--- src/hw/rtl/mos_pkg.sv ---
package mos_pkg;

	// default store depth, legal range 1 to 16
	localparam int MAX_ACCOUNTS_DEF = 16;

	localparam int CMD_W   = 2;
	localparam int VALUE_W = 32;
	localparam int MASK_W  = 16;
	localparam int CNT_W   = 5;
	localparam int TOTAL_W = 36;

	typedef enum logic [CMD_W-1:0] {
		CMD_LOAD  = 2'd0,
		CMD_SOLVE = 2'd1,
		CMD_CLEAR = 2'd2
	} cmd_t;

endpackage

--- src/hw/rtl/mos_in_if.sv ---
interface mos_in_if;
	import mos_pkg::*;

	logic               valid;
	logic               ready;
	logic [CMD_W-1:0]   cmd;
	logic [VALUE_W-1:0] account_value;
	logic [VALUE_W-1:0] target;

	modport source (output valid, output cmd, output account_value, output target,
		input ready);
	modport sink (input valid, input cmd, input account_value, input target,
		output ready);

endinterface

--- src/hw/rtl/mos_out_if.sv ---
interface mos_out_if;
	import mos_pkg::*;

	logic               valid;
	logic               ready;
	logic               found;
	logic [MASK_W-1:0]  chosen_mask;
	logic [CNT_W-1:0]   chosen_count;
	logic [TOTAL_W-1:0] paid_total;
	logic [TOTAL_W-1:0] overpay;

	modport source (output valid, output found, output chosen_mask, output chosen_count,
		output paid_total, output overpay, input ready);
	modport sink (input valid, input found, input chosen_mask, input chosen_count,
		input paid_total, input overpay, output ready);

endinterface

--- src/hw/rtl/mos_ram.sv ---
module mos_ram #(
	parameter int WIDTH = 32,
	parameter int DEPTH = 16,
	localparam int AW = (DEPTH > 1) ? $clog2(DEPTH) : 1
) (
	input  logic             clk,
	input  logic             we,
	input  logic [AW-1:0]    waddr,
	input  logic [WIDTH-1:0] wdata,
	input  logic [AW-1:0]    raddr,
	output logic [WIDTH-1:0] rdata
);

	logic [WIDTH-1:0] mem [DEPTH];

	always_ff @(posedge clk) begin
		if (we) begin
			mem[waddr] <= wdata;
		end
		rdata <= mem[raddr];
	end

endmodule

--- src/hw/rtl/min_overpay_subset_sum_core.sv ---
// Minimum-overpay subset sum engine.
//
// req (sink): one transfer per command. cmd LOAD appends account_value to the
// account store (ignored once MAX_ACCOUNTS entries are held), CLEAR empties the
// store, SOLVE searches for the subset whose sum covers target with the least
// overpay. Unused codes are dropped. Only SOLVE produces a transfer on rsp.
//
// LOAD and CLEAR complete in the idle state. SOLVE first builds a table of
// per-step sum deltas from the n loaded amounts, then searches the subsets in
// order, at most 2^n - 1 of them, ending early on an exact match, or skips
// the search when the sum of all amounts is below target. Each subset reads
// one delta from the delta RAM (indexed by the trailing zero count of the
// subset number) and adds it to the running sum in a single adder.
//
// req.ready is high only while the engine is idle. A held rsp result does not
// block loads, and a new SOLVE runs its search while the old result waits; it
// then holds in the finish state until rsp drains.
//
// Reset clears the account count, the control state and rsp.valid. The RAM
// contents are not cleared; only entries that were loaded are ever used.
module min_overpay_subset_sum_core #(
	parameter int MAX_ACCOUNTS = mos_pkg::MAX_ACCOUNTS_DEF
) (
	input  logic clk,
	input  logic arst_n,
	mos_in_if.sink    req,
	mos_out_if.source rsp
);
	import mos_pkg::*;

	localparam int AW = (MAX_ACCOUNTS > 1) ? $clog2(MAX_ACCOUNTS) : 1;
	localparam int CW = $clog2(MAX_ACCOUNTS + 1);
	localparam int SW = VALUE_W + CW;      // exact width of any subset sum
	localparam int DW = SW + 1;            // signed delta width

	typedef enum logic [1:0] {
		ST_IDLE,
		ST_PREP,
		ST_SEARCH,
		ST_FINISH
	} state_t;

	state_t state_q;

	logic [CW-1:0]           count_q;
	logic [CW-1:0]           k_q;
	logic                    pv_s1;
	logic [MAX_ACCOUNTS-1:0] iss_q;
	logic                    iss_v_q;
	logic                    v_s1;
	logic                    found_q;

	logic                    rsp_valid_q;
	logic                    rsp_found_q;
	logic [MASK_W-1:0]       rsp_mask_q;
	logic [CNT_W-1:0]        rsp_count_q;
	logic [TOTAL_W-1:0]      rsp_paid_q;
	logic [TOTAL_W-1:0]      rsp_over_q;

	// datapath registers
	logic [CW-1:0]           n_q;
	logic [VALUE_W-1:0]      target_q;
	logic [MAX_ACCOUNTS-1:0] last_q;
	logic [SW-1:0]           suffix_q;
	logic [AW-1:0]           pk_s1;
	logic [MAX_ACCOUNTS-1:0] sub_s1;
	logic [AW-1:0]           tz_s1;
	logic [SW-1:0]           sum_q;
	logic [CW-1:0]           cnt_q;
	logic [SW-1:0]           best_q;
	logic [MAX_ACCOUNTS-1:0] ch_i_q;
	logic [CW-1:0]           ch_cnt_q;
	logic [SW-1:0]           ch_sum_q;

	logic                    req_xfer;
	logic                    acct_we;
	logic [AW-1:0]           acct_raddr;
	logic [VALUE_W-1:0]      acct_rdata;
	logic [DW-1:0]           delta_wdata;
	logic [DW-1:0]           delta_rdata;
	logic [AW-1:0]           tz_w;
	logic [MAX_ACCOUNTS:0]   last_full_w;
	logic [DW-1:0]           s_full_w;
	logic [SW-1:0]           s_w;
	logic [SW-1:0]           tgt_w;
	logic [CW-1:0]           cnt_next_w;
	logic                    hit_w;
	logic                    stop_w;
	logic                    prep_done_w;
	logic [MASK_W-1:0]       mask_w;

	assign req.ready = (state_q == ST_IDLE);
	assign req_xfer  = req.valid && req.ready;

	assign acct_we = req_xfer && (req.cmd == CMD_LOAD) && (count_q < CW'(MAX_ACCOUNTS));

	// account j is visited in prep step k = n-1-j
	assign acct_raddr  = AW'(n_q - CW'(1) - k_q);
	assign delta_wdata = DW'(acct_rdata) - DW'(suffix_q);
	assign prep_done_w = (k_q == n_q) && !pv_s1;

	// all ones over the low n bits: the last subset number
	assign last_full_w = ((MAX_ACCOUNTS + 1)'(1) << count_q) - (MAX_ACCOUNTS + 1)'(1);

	// trailing zero count of the subset number about to issue
	always_comb begin
		tz_w = '0;
		for (int b = MAX_ACCOUNTS - 1; b >= 0; b--) begin
			if (iss_q[b]) begin
				tz_w = AW'(b);
			end
		end
	end

	// going from i-1 to i clears tz trailing bits and sets one
	assign s_full_w   = DW'(sum_q) + delta_rdata;
	assign s_w        = SW'(s_full_w);
	assign tgt_w      = SW'(target_q);
	assign cnt_next_w = CW'(cnt_q + CW'(1) - CW'(tz_s1));
	assign hit_w      = v_s1 && (s_w <= best_q) && (s_w >= tgt_w);
	assign stop_w     = v_s1 && ((hit_w && (s_w == tgt_w)) || (sub_s1 == last_q));

	// chosen mask: account j sits at bit n-1-j of the subset number
	always_comb begin
		mask_w = '0;
		for (int j = 0; j < MASK_W; j++) begin
			if (j < MAX_ACCOUNTS && found_q) begin
				if (CW'(j) < n_q) begin
					mask_w[j] = ch_i_q[AW'(n_q - CW'(1) - CW'(j))];
				end
			end
		end
	end

	mos_ram #(.WIDTH(VALUE_W), .DEPTH(MAX_ACCOUNTS)) u_acct_ram (
		.clk   (clk),
		.we    (acct_we),
		.waddr (AW'(count_q)),
		.wdata (req.account_value),
		.raddr (acct_raddr),
		.rdata (acct_rdata)
	);

	mos_ram #(.WIDTH(DW), .DEPTH(MAX_ACCOUNTS)) u_delta_ram (
		.clk   (clk),
		.we    (pv_s1),
		.waddr (pk_s1),
		.wdata (delta_wdata),
		.raddr (tz_w),
		.rdata (delta_rdata)
	);

	// control state and registered outputs
	always_ff @(posedge clk or negedge arst_n) begin
		if (!arst_n) begin
			state_q     <= ST_IDLE;
			count_q     <= '0;
			k_q         <= '0;
			pv_s1       <= 1'b0;
			iss_q       <= '0;
			iss_v_q     <= 1'b0;
			v_s1        <= 1'b0;
			found_q     <= 1'b0;
			rsp_valid_q <= 1'b0;
			rsp_found_q <= 1'b0;
			rsp_mask_q  <= '0;
			rsp_count_q <= '0;
			rsp_paid_q  <= '0;
			rsp_over_q  <= '0;
		end else begin
			// the finish state reloads the slot itself
			if (rsp_valid_q && rsp.ready && state_q != ST_FINISH) begin
				rsp_valid_q <= 1'b0;
			end
			unique case (state_q)
				ST_IDLE: begin
					if (req_xfer) begin
						unique case (req.cmd)
							CMD_LOAD: begin
								if (acct_we) begin
									count_q <= count_q + CW'(1);
								end
							end
							CMD_CLEAR: begin
								count_q <= '0;
							end
							CMD_SOLVE: begin
								found_q <= 1'b0;
								k_q     <= '0;
								pv_s1   <= 1'b0;
								// empty store: not found, even for a zero target
								state_q <= (count_q == '0) ? ST_FINISH : ST_PREP;
							end
							default: begin
							end
						endcase
					end
				end
				ST_PREP: begin
					if (k_q < n_q) begin
						k_q   <= k_q + CW'(1);
						pv_s1 <= 1'b1;
					end else begin
						pv_s1 <= 1'b0;
					end
					if (prep_done_w) begin
						if (suffix_q >= tgt_w) begin
							iss_q   <= MAX_ACCOUNTS'(1);
							iss_v_q <= 1'b1;
							v_s1    <= 1'b0;
							state_q <= ST_SEARCH;
						end else begin
							state_q <= ST_FINISH;
						end
					end
				end
				ST_SEARCH: begin
					if (hit_w) begin
						found_q <= 1'b1;
					end
					if (stop_w) begin
						iss_v_q <= 1'b0;
						v_s1    <= 1'b0;
						state_q <= ST_FINISH;
					end else begin
						v_s1 <= iss_v_q;
						if (iss_v_q) begin
							if (iss_q == last_q) begin
								iss_v_q <= 1'b0;
							end else begin
								iss_q <= iss_q + MAX_ACCOUNTS'(1);
							end
						end
					end
				end
				ST_FINISH: begin
					if (!rsp_valid_q || rsp.ready) begin
						rsp_valid_q <= 1'b1;
						rsp_found_q <= found_q;
						rsp_mask_q  <= mask_w;
						rsp_count_q <= found_q ? CNT_W'(ch_cnt_q) : '0;
						rsp_paid_q  <= found_q ? TOTAL_W'(ch_sum_q) : '0;
						rsp_over_q  <= found_q ? TOTAL_W'(ch_sum_q) - TOTAL_W'(target_q) : '0;
						state_q     <= ST_IDLE;
					end
				end
				default: begin
					state_q <= ST_IDLE;
				end
			endcase
		end
	end

	// datapath, no reset
	always_ff @(posedge clk) begin
		if (req_xfer && req.cmd == CMD_SOLVE) begin
			n_q      <= count_q;
			target_q <= req.target;
			last_q   <= MAX_ACCOUNTS'(last_full_w);
			suffix_q <= '0;
		end
		if (state_q == ST_PREP) begin
			pk_s1 <= AW'(k_q);
			if (pv_s1) begin
				suffix_q <= suffix_q + SW'(acct_rdata);
			end
			if (prep_done_w) begin
				sum_q  <= '0;
				cnt_q  <= '0;
				best_q <= suffix_q;
			end
		end
		if (state_q == ST_SEARCH) begin
			sub_s1 <= iss_q;
			tz_s1  <= tz_w;
			if (v_s1) begin
				sum_q <= s_w;
				cnt_q <= cnt_next_w;
				if (hit_w) begin
					ch_i_q   <= sub_s1;
					ch_cnt_q <= cnt_next_w;
					ch_sum_q <= s_w;
				end
				if ((s_w > tgt_w) && (s_w < best_q)) begin
					best_q <= s_w;
				end
			end
		end
	end

	assign rsp.valid        = rsp_valid_q;
	assign rsp.found        = rsp_found_q;
	assign rsp.chosen_mask  = rsp_mask_q;
	assign rsp.chosen_count = rsp_count_q;
	assign rsp.paid_total   = rsp_paid_q;
	assign rsp.overpay      = rsp_over_q;

	a_count_in_range: assert property (@(posedge clk) disable iff (!arst_n)
		count_q <= CW'(MAX_ACCOUNTS))
		else $error("account count beyond store depth");

	a_tz_in_range: assert property (@(posedge clk) disable iff (!arst_n)
		(state_q == ST_SEARCH && v_s1) |-> (CW'(tz_s1) < n_q))
		else $error("delta index beyond loaded accounts");

	a_chosen_le_best: assert property (@(posedge clk) disable iff (!arst_n)
		(state_q == ST_SEARCH && found_q) |-> (ch_sum_q <= best_q))
		else $error("chosen sum above bound");

	a_solve_leaves_idle: assert property (@(posedge clk) disable iff (!arst_n)
		(req_xfer && req.cmd == CMD_SOLVE) |=> (state_q != ST_IDLE))
		else $error("solve transfer did not start a search");

	a_not_found_zero: assert property (@(posedge clk) disable iff (!arst_n)
		(rsp_valid_q && !rsp_found_q) |->
			(rsp_mask_q == '0 && rsp_count_q == '0 && rsp_paid_q == '0 && rsp_over_q == '0))
		else $error("not found result carries data");

endmodule
--- src/flat_wrapper.sv ---
// flat-port wrapper written by rule: the top's interface ports become plain ports
module min_overpay_subset_sum_core_flat import mos_pkg::*;
#(
	parameter int MAX_ACCOUNTS = mos_pkg::MAX_ACCOUNTS_DEF
)
  (clk, arst_n, req_valid, req_cmd, req_account_value, req_target, req_ready, rsp_valid, rsp_found, rsp_chosen_mask, rsp_chosen_count, rsp_paid_total, rsp_overpay, rsp_ready);
  mos_in_if req_i ();
  mos_out_if rsp_i ();
  input  logic clk;
  input  logic arst_n;
  input wire logic [$bits(req_i.valid)-1:0] req_valid;
  input wire logic [$bits(req_i.cmd)-1:0] req_cmd;
  input wire logic [$bits(req_i.account_value)-1:0] req_account_value;
  input wire logic [$bits(req_i.target)-1:0] req_target;
  output wire logic [$bits(req_i.ready)-1:0] req_ready;
  output wire logic [$bits(rsp_i.valid)-1:0] rsp_valid;
  output wire logic [$bits(rsp_i.found)-1:0] rsp_found;
  output wire logic [$bits(rsp_i.chosen_mask)-1:0] rsp_chosen_mask;
  output wire logic [$bits(rsp_i.chosen_count)-1:0] rsp_chosen_count;
  output wire logic [$bits(rsp_i.paid_total)-1:0] rsp_paid_total;
  output wire logic [$bits(rsp_i.overpay)-1:0] rsp_overpay;
  input wire logic [$bits(rsp_i.ready)-1:0] rsp_ready;
  assign req_i.valid = req_valid;
  assign req_i.cmd = req_cmd;
  assign req_i.account_value = req_account_value;
  assign req_i.target = req_target;
  assign req_ready = req_i.ready;
  assign rsp_valid = rsp_i.valid;
  assign rsp_found = rsp_i.found;
  assign rsp_chosen_mask = rsp_i.chosen_mask;
  assign rsp_chosen_count = rsp_i.chosen_count;
  assign rsp_paid_total = rsp_i.paid_total;
  assign rsp_overpay = rsp_i.overpay;
  assign rsp_i.ready = rsp_ready;
  min_overpay_subset_sum_core #(.MAX_ACCOUNTS(MAX_ACCOUNTS)) u_core (.clk(clk), .arst_n(arst_n), .req(req_i), .rsp(rsp_i));
endmodule
--- config.mk ---
export PLATFORM = sky130hd
export DESIGN_NAME = min_overpay_subset_sum_core_flat
export DESIGN_NICKNAME = d
export VERILOG_FILES = /design/src/hw/rtl/mos_pkg.sv /design/src/hw/rtl/mos_in_if.sv /design/src/hw/rtl/mos_out_if.sv /design/src/hw/rtl/mos_ram.sv /design/src/hw/rtl/min_overpay_subset_sum_core.sv /design/src/flat_wrapper.sv
export SDC_FILE = /design/constraint.sdc
export NUM_CORES = 2
export LEC_CHECK = 0
export ABC_AREA = 1
export ABC_CLOCK_PERIOD_IN_PS = 10600
export BUFFER_PORTS_ARGS = -buffer_cell sky130_fd_sc_hd__buf_2
export CORE_MARGIN = 1
export CORE_UTILIZATION = 40
export DETAILED_ROUTE_END_ITERATION = 16
export GPL_ROUTABILITY_DRIVEN = 0
export PLACE_DENSITY_LB_ADDON = 0.05
export SYNTH_ARGS = -nofsm -noshare
export SYNTH_HDL_FRONTEND = slang
export SYNTH_SLANG_ARGS = --single-unit
--- constraint.sdc ---
create_clock -name clk -period 10.6 [get_ports clk]
set_input_delay 0 -clock clk [delete_from_list [all_inputs] [get_ports clk]]
set_output_delay 0 -clock clk [all_outputs]
set_load 0.005 [all_outputs]
==> results.toml <==
[sta]
rsz0062_at_grt = "no"
fin_skew_ns = 0.0333
setup_viol_count_final = 0
worst_pin_slew_ns = 1.27
hold_viol_final = 0
max_slew_margin = 0.148
fmax_mhz = 183
tns_ns = 0
slew_viol_final = 0
fin_crit_ns = 5.47
setup_ws_ns = 5.13
post-route-period-util = 0.516

[floorplan]
fp-row-count = 153
chipHeight_microns = 421
die_w_microns = 421
initial_core_util = 0.403
dieArea_sq_um = 177000
ios = 166
core_area_sq_um = 174000

[setup_path]
critPathLaunch = "u_core.u_delta_ram.rdata[11]"
cpPeakStageDelay_ns = 0.56
critPathLaunchType = "flop"
arrival_ns = 5.91
cp.required_ns = 11.05
timing.setup.critical_path_class = "reg -> reg"
end_kind = "flop"
worstPathMaxFanout = 37
crit_top_cell = "nand2_1"
r2r_cells = 26
r2r-start = "u_core.u_delta_ram.rdata[11]"
cp_slowest_cell = "buf_4"

[synth]
synth_area_leaders = "edfxtp_1 53%, o21ai_0 5.5%, dfxtp_1 5.3%"
synthArstFlopShare = 0.0819
ys_warn_count = 0
synth_top_area_share = 0.530
syn_avg_cell_area_sq_um = 11.0
yosysTopAreaCell = "edfxtp_1"
synth_edf_count = 1238
ys_seq_area_frac = 0.628
ys_dominant_reg_cell = "edfxtp_1"
synth_area_sq_um = 70200
synthCells = 6367
synthDistinctLibCells = 68
synth_nets = 6709
ys_ff_latch = 1550

[power_and_ir_drop]
p_int_mw = 15.7
pwr-share-seq = 0.372
leakage_nw = 30.8
report.power.total_mw = 26.4
p_switching_mw = 10.7
vdd_ir_drop_max_mv = 0.340
combPwrFrac = 0.404
pwr_density_cell_nw_per_um2 = 327
clkPwrFrac = 0.224
netSwitchingFraction = 0.406

[route]
drc_errors = 0
wl_per_cell_microns = 23.7
drt_iter0_drc = 3502
vias = 48700
ant_nets = 0
wirelength_microns = 215000
via_per_inst = 5.37
drt-pass1-iter-count = 6

[global_route]
grt_antenna_before_repair = 5
grt_max_degree = 202
grtUsageTotal = 0.240
grt_pass1_wl_microns = 318000
gr-total-overflow = 0
grt_pass1_vias = 47800

[finish]
nNetsFinal = 6945
fillCellCount = 16100
drive_above_1_share = 0.0934
diodes = 0
area_growth_pct = 14.9
finish.utilization = 0.463

[clock_network]
clk_latency_ns = 0.81
post_cts_buffers = 0
cts.reportedPaths.clkPinSlew_ns = 0.06
cts.sinks = 1550
htreeDepth = 4
numCtsBuffers = 171
clockRootBuffer = "clkbuf_16"
cts.hold.buffers_added = 106
post_cts_resized = 0
clk_path_buf_depth = 3
cts_tree = "yes"

[flow_run]
maxCapViolCount = 0

[worst_hold_path]
whs_path_depth = 2
hold_start = "req_account_value[20]"
min_path_type = "in -> reg"

[placed_design]
port_buffers = 165
hpwl_microns = 132000
pre_cts_ws_ns = 5.10

[outcome]
status = "finished, final reports clean"
[metal layers]
| layer | vias to the layer above | wire [microns] | global-route usage |
|---|---|---|---|
| met4 | 6 | 4630 | 0.0602 |
| met1 | 24000 | 99800 | 0.336 |
| li1 | 23200 | - | - |
| met3 | 303 | 9540 | 0.0299 |
| met2 | 1205 | 101000 | 0.395 |
| met5 | - | 31 | 0 |
[power by group through the flow]
| stage | Combinational, mW | Clock, mW | Sequential, mW |
|---|---|---|---|
| floorplan | 6.52 | 0 | 9.60 |
| global placement | 10.6 | 0 | 9.94 |
| detailed placement | 10.7 | 0 | 9.95 |
| CTS | 10.8 | 6.04 | 9.83 |
| global route | 11.8 | 6.28 | 9.91 |
| finish | 10.7 | 5.91 | 9.83 |
[state kept, by name (all words and copies together) (netlist names), 16 cells and up]
name                      flops
u_core.target_q              32
u_core.sum_q                 37
u_core.rsp.chosen_mask       16
u_core.u_delta_ram.rdata     37
u_core.suffix_q              37
u_core.iss_q                 16
u_core.sub_s1                16
u_core.best_q                37
u_core.rsp.paid_total        36
u_core.u_acct_ram.mem       512
u_core.ch_sum_q              36
u_core.last_q                16
u_core.rsp.overpay           36
u_core.u_acct_ram.rdata      32
u_core.ch_i_q                16
u_core.u_delta_ram.mem      592
[final timing paths]
path,endpoint,slack (ns)
hold reg to reg,u_core.rsp.chosen_count[1],0.47
setup reg to reg,u_core.ch_i_q[10],5.13
max in group asynchronous,u_core.iss_q[10],9.49
min in group asynchronous,u_core.rsp.paid_total[34],0.33
setup / recovery,u_core.ch_i_q[10],5.13
hold / removal,u_core.u_acct_ram.mem[10][20],0.12
[cell type report]
type,instances,area (sq um),share of cell area
repair buffers,371,2670,0.0332
clock buffers,239,4800,0.0595
flip-flops and latches,1550,44100,0.546
clock inverters,76,768,0.00953
inverters,599,2270,0.0281
multi-input cells,3910,23200,0.287
well taps,2325,2910,0.0361
[cell usage after synthesis, drive strengths merged (46+ instances only)]
cell / n
edfxtp: 1238
nand2: 808
o21ai: 795
inv: 597
nor2: 563
a21oi: 406
ha: 266
clkbuf: 253
nand3: 189
dfxtp: 185
mux2i: 130
dfrtp: 127
o211ai: 124
o221ai: 116
xor2: 107
buf: 55
nand4: 55
a31oi: 49
nor3: 46
[cell families after synthesis]
family,after synthesis,synth area share
AO/OA/AOI/OAI,1659,0.137
XOR/XNOR,140,0.0178
adder cells (fa/ha/maj),272,0.0491
buffers and inverters,907,0.0493
flip-flops,1550,0.628
multiplexers,130,0.0185
AND/OR/NAND/NOR,1709,0.101
[worst max-delay path, delay by kind of cell (launching register included)]
family / cells / cell delay, ns
compound gates: 8 / 1.61
simple gates: 12 / 1.31
buf+inv: 3 / 0.80
fa+ha+maj: 2 / 0.69
xor+xnor: 1 / 0.38
flops: 1 / 0.30
[layout by cell type, fill, tap and decap left out, types with 124 or more instances in the layout]
master | Yosys | final
nor2_1 | 562 | 532
mux2i_1 | 130 | 130
a21oi_1 | 405 | 404
nand3_1 | 183 | 182
clkbuf_16 | 0 | 174
inv_1 | 588 | 585
dfrtp_1 | 127 | 127
ha_1 | 266 | 264
dfxtp_1 | 185 | 185
edfxtp_1 | 1238 | 1238
o211ai_1 | 124 | 124
o21ai_0 | 775 | 775
nand2_1 | 802 | 798
buf_2 | 34 | 164
[metrics by stage]
stage	hold WS, ns	cells	cell area (sq um)
floorplan	-0.296	6367	70200
global route	0.0852	9070	80600
global placement	0.0851	8649	74000
finish	0.117	9070	80600
detailed placement	0.0906	8649	74000
CTS	0.0439	9070	80600
Note: power is estimated with default switching activity, not from simulation.
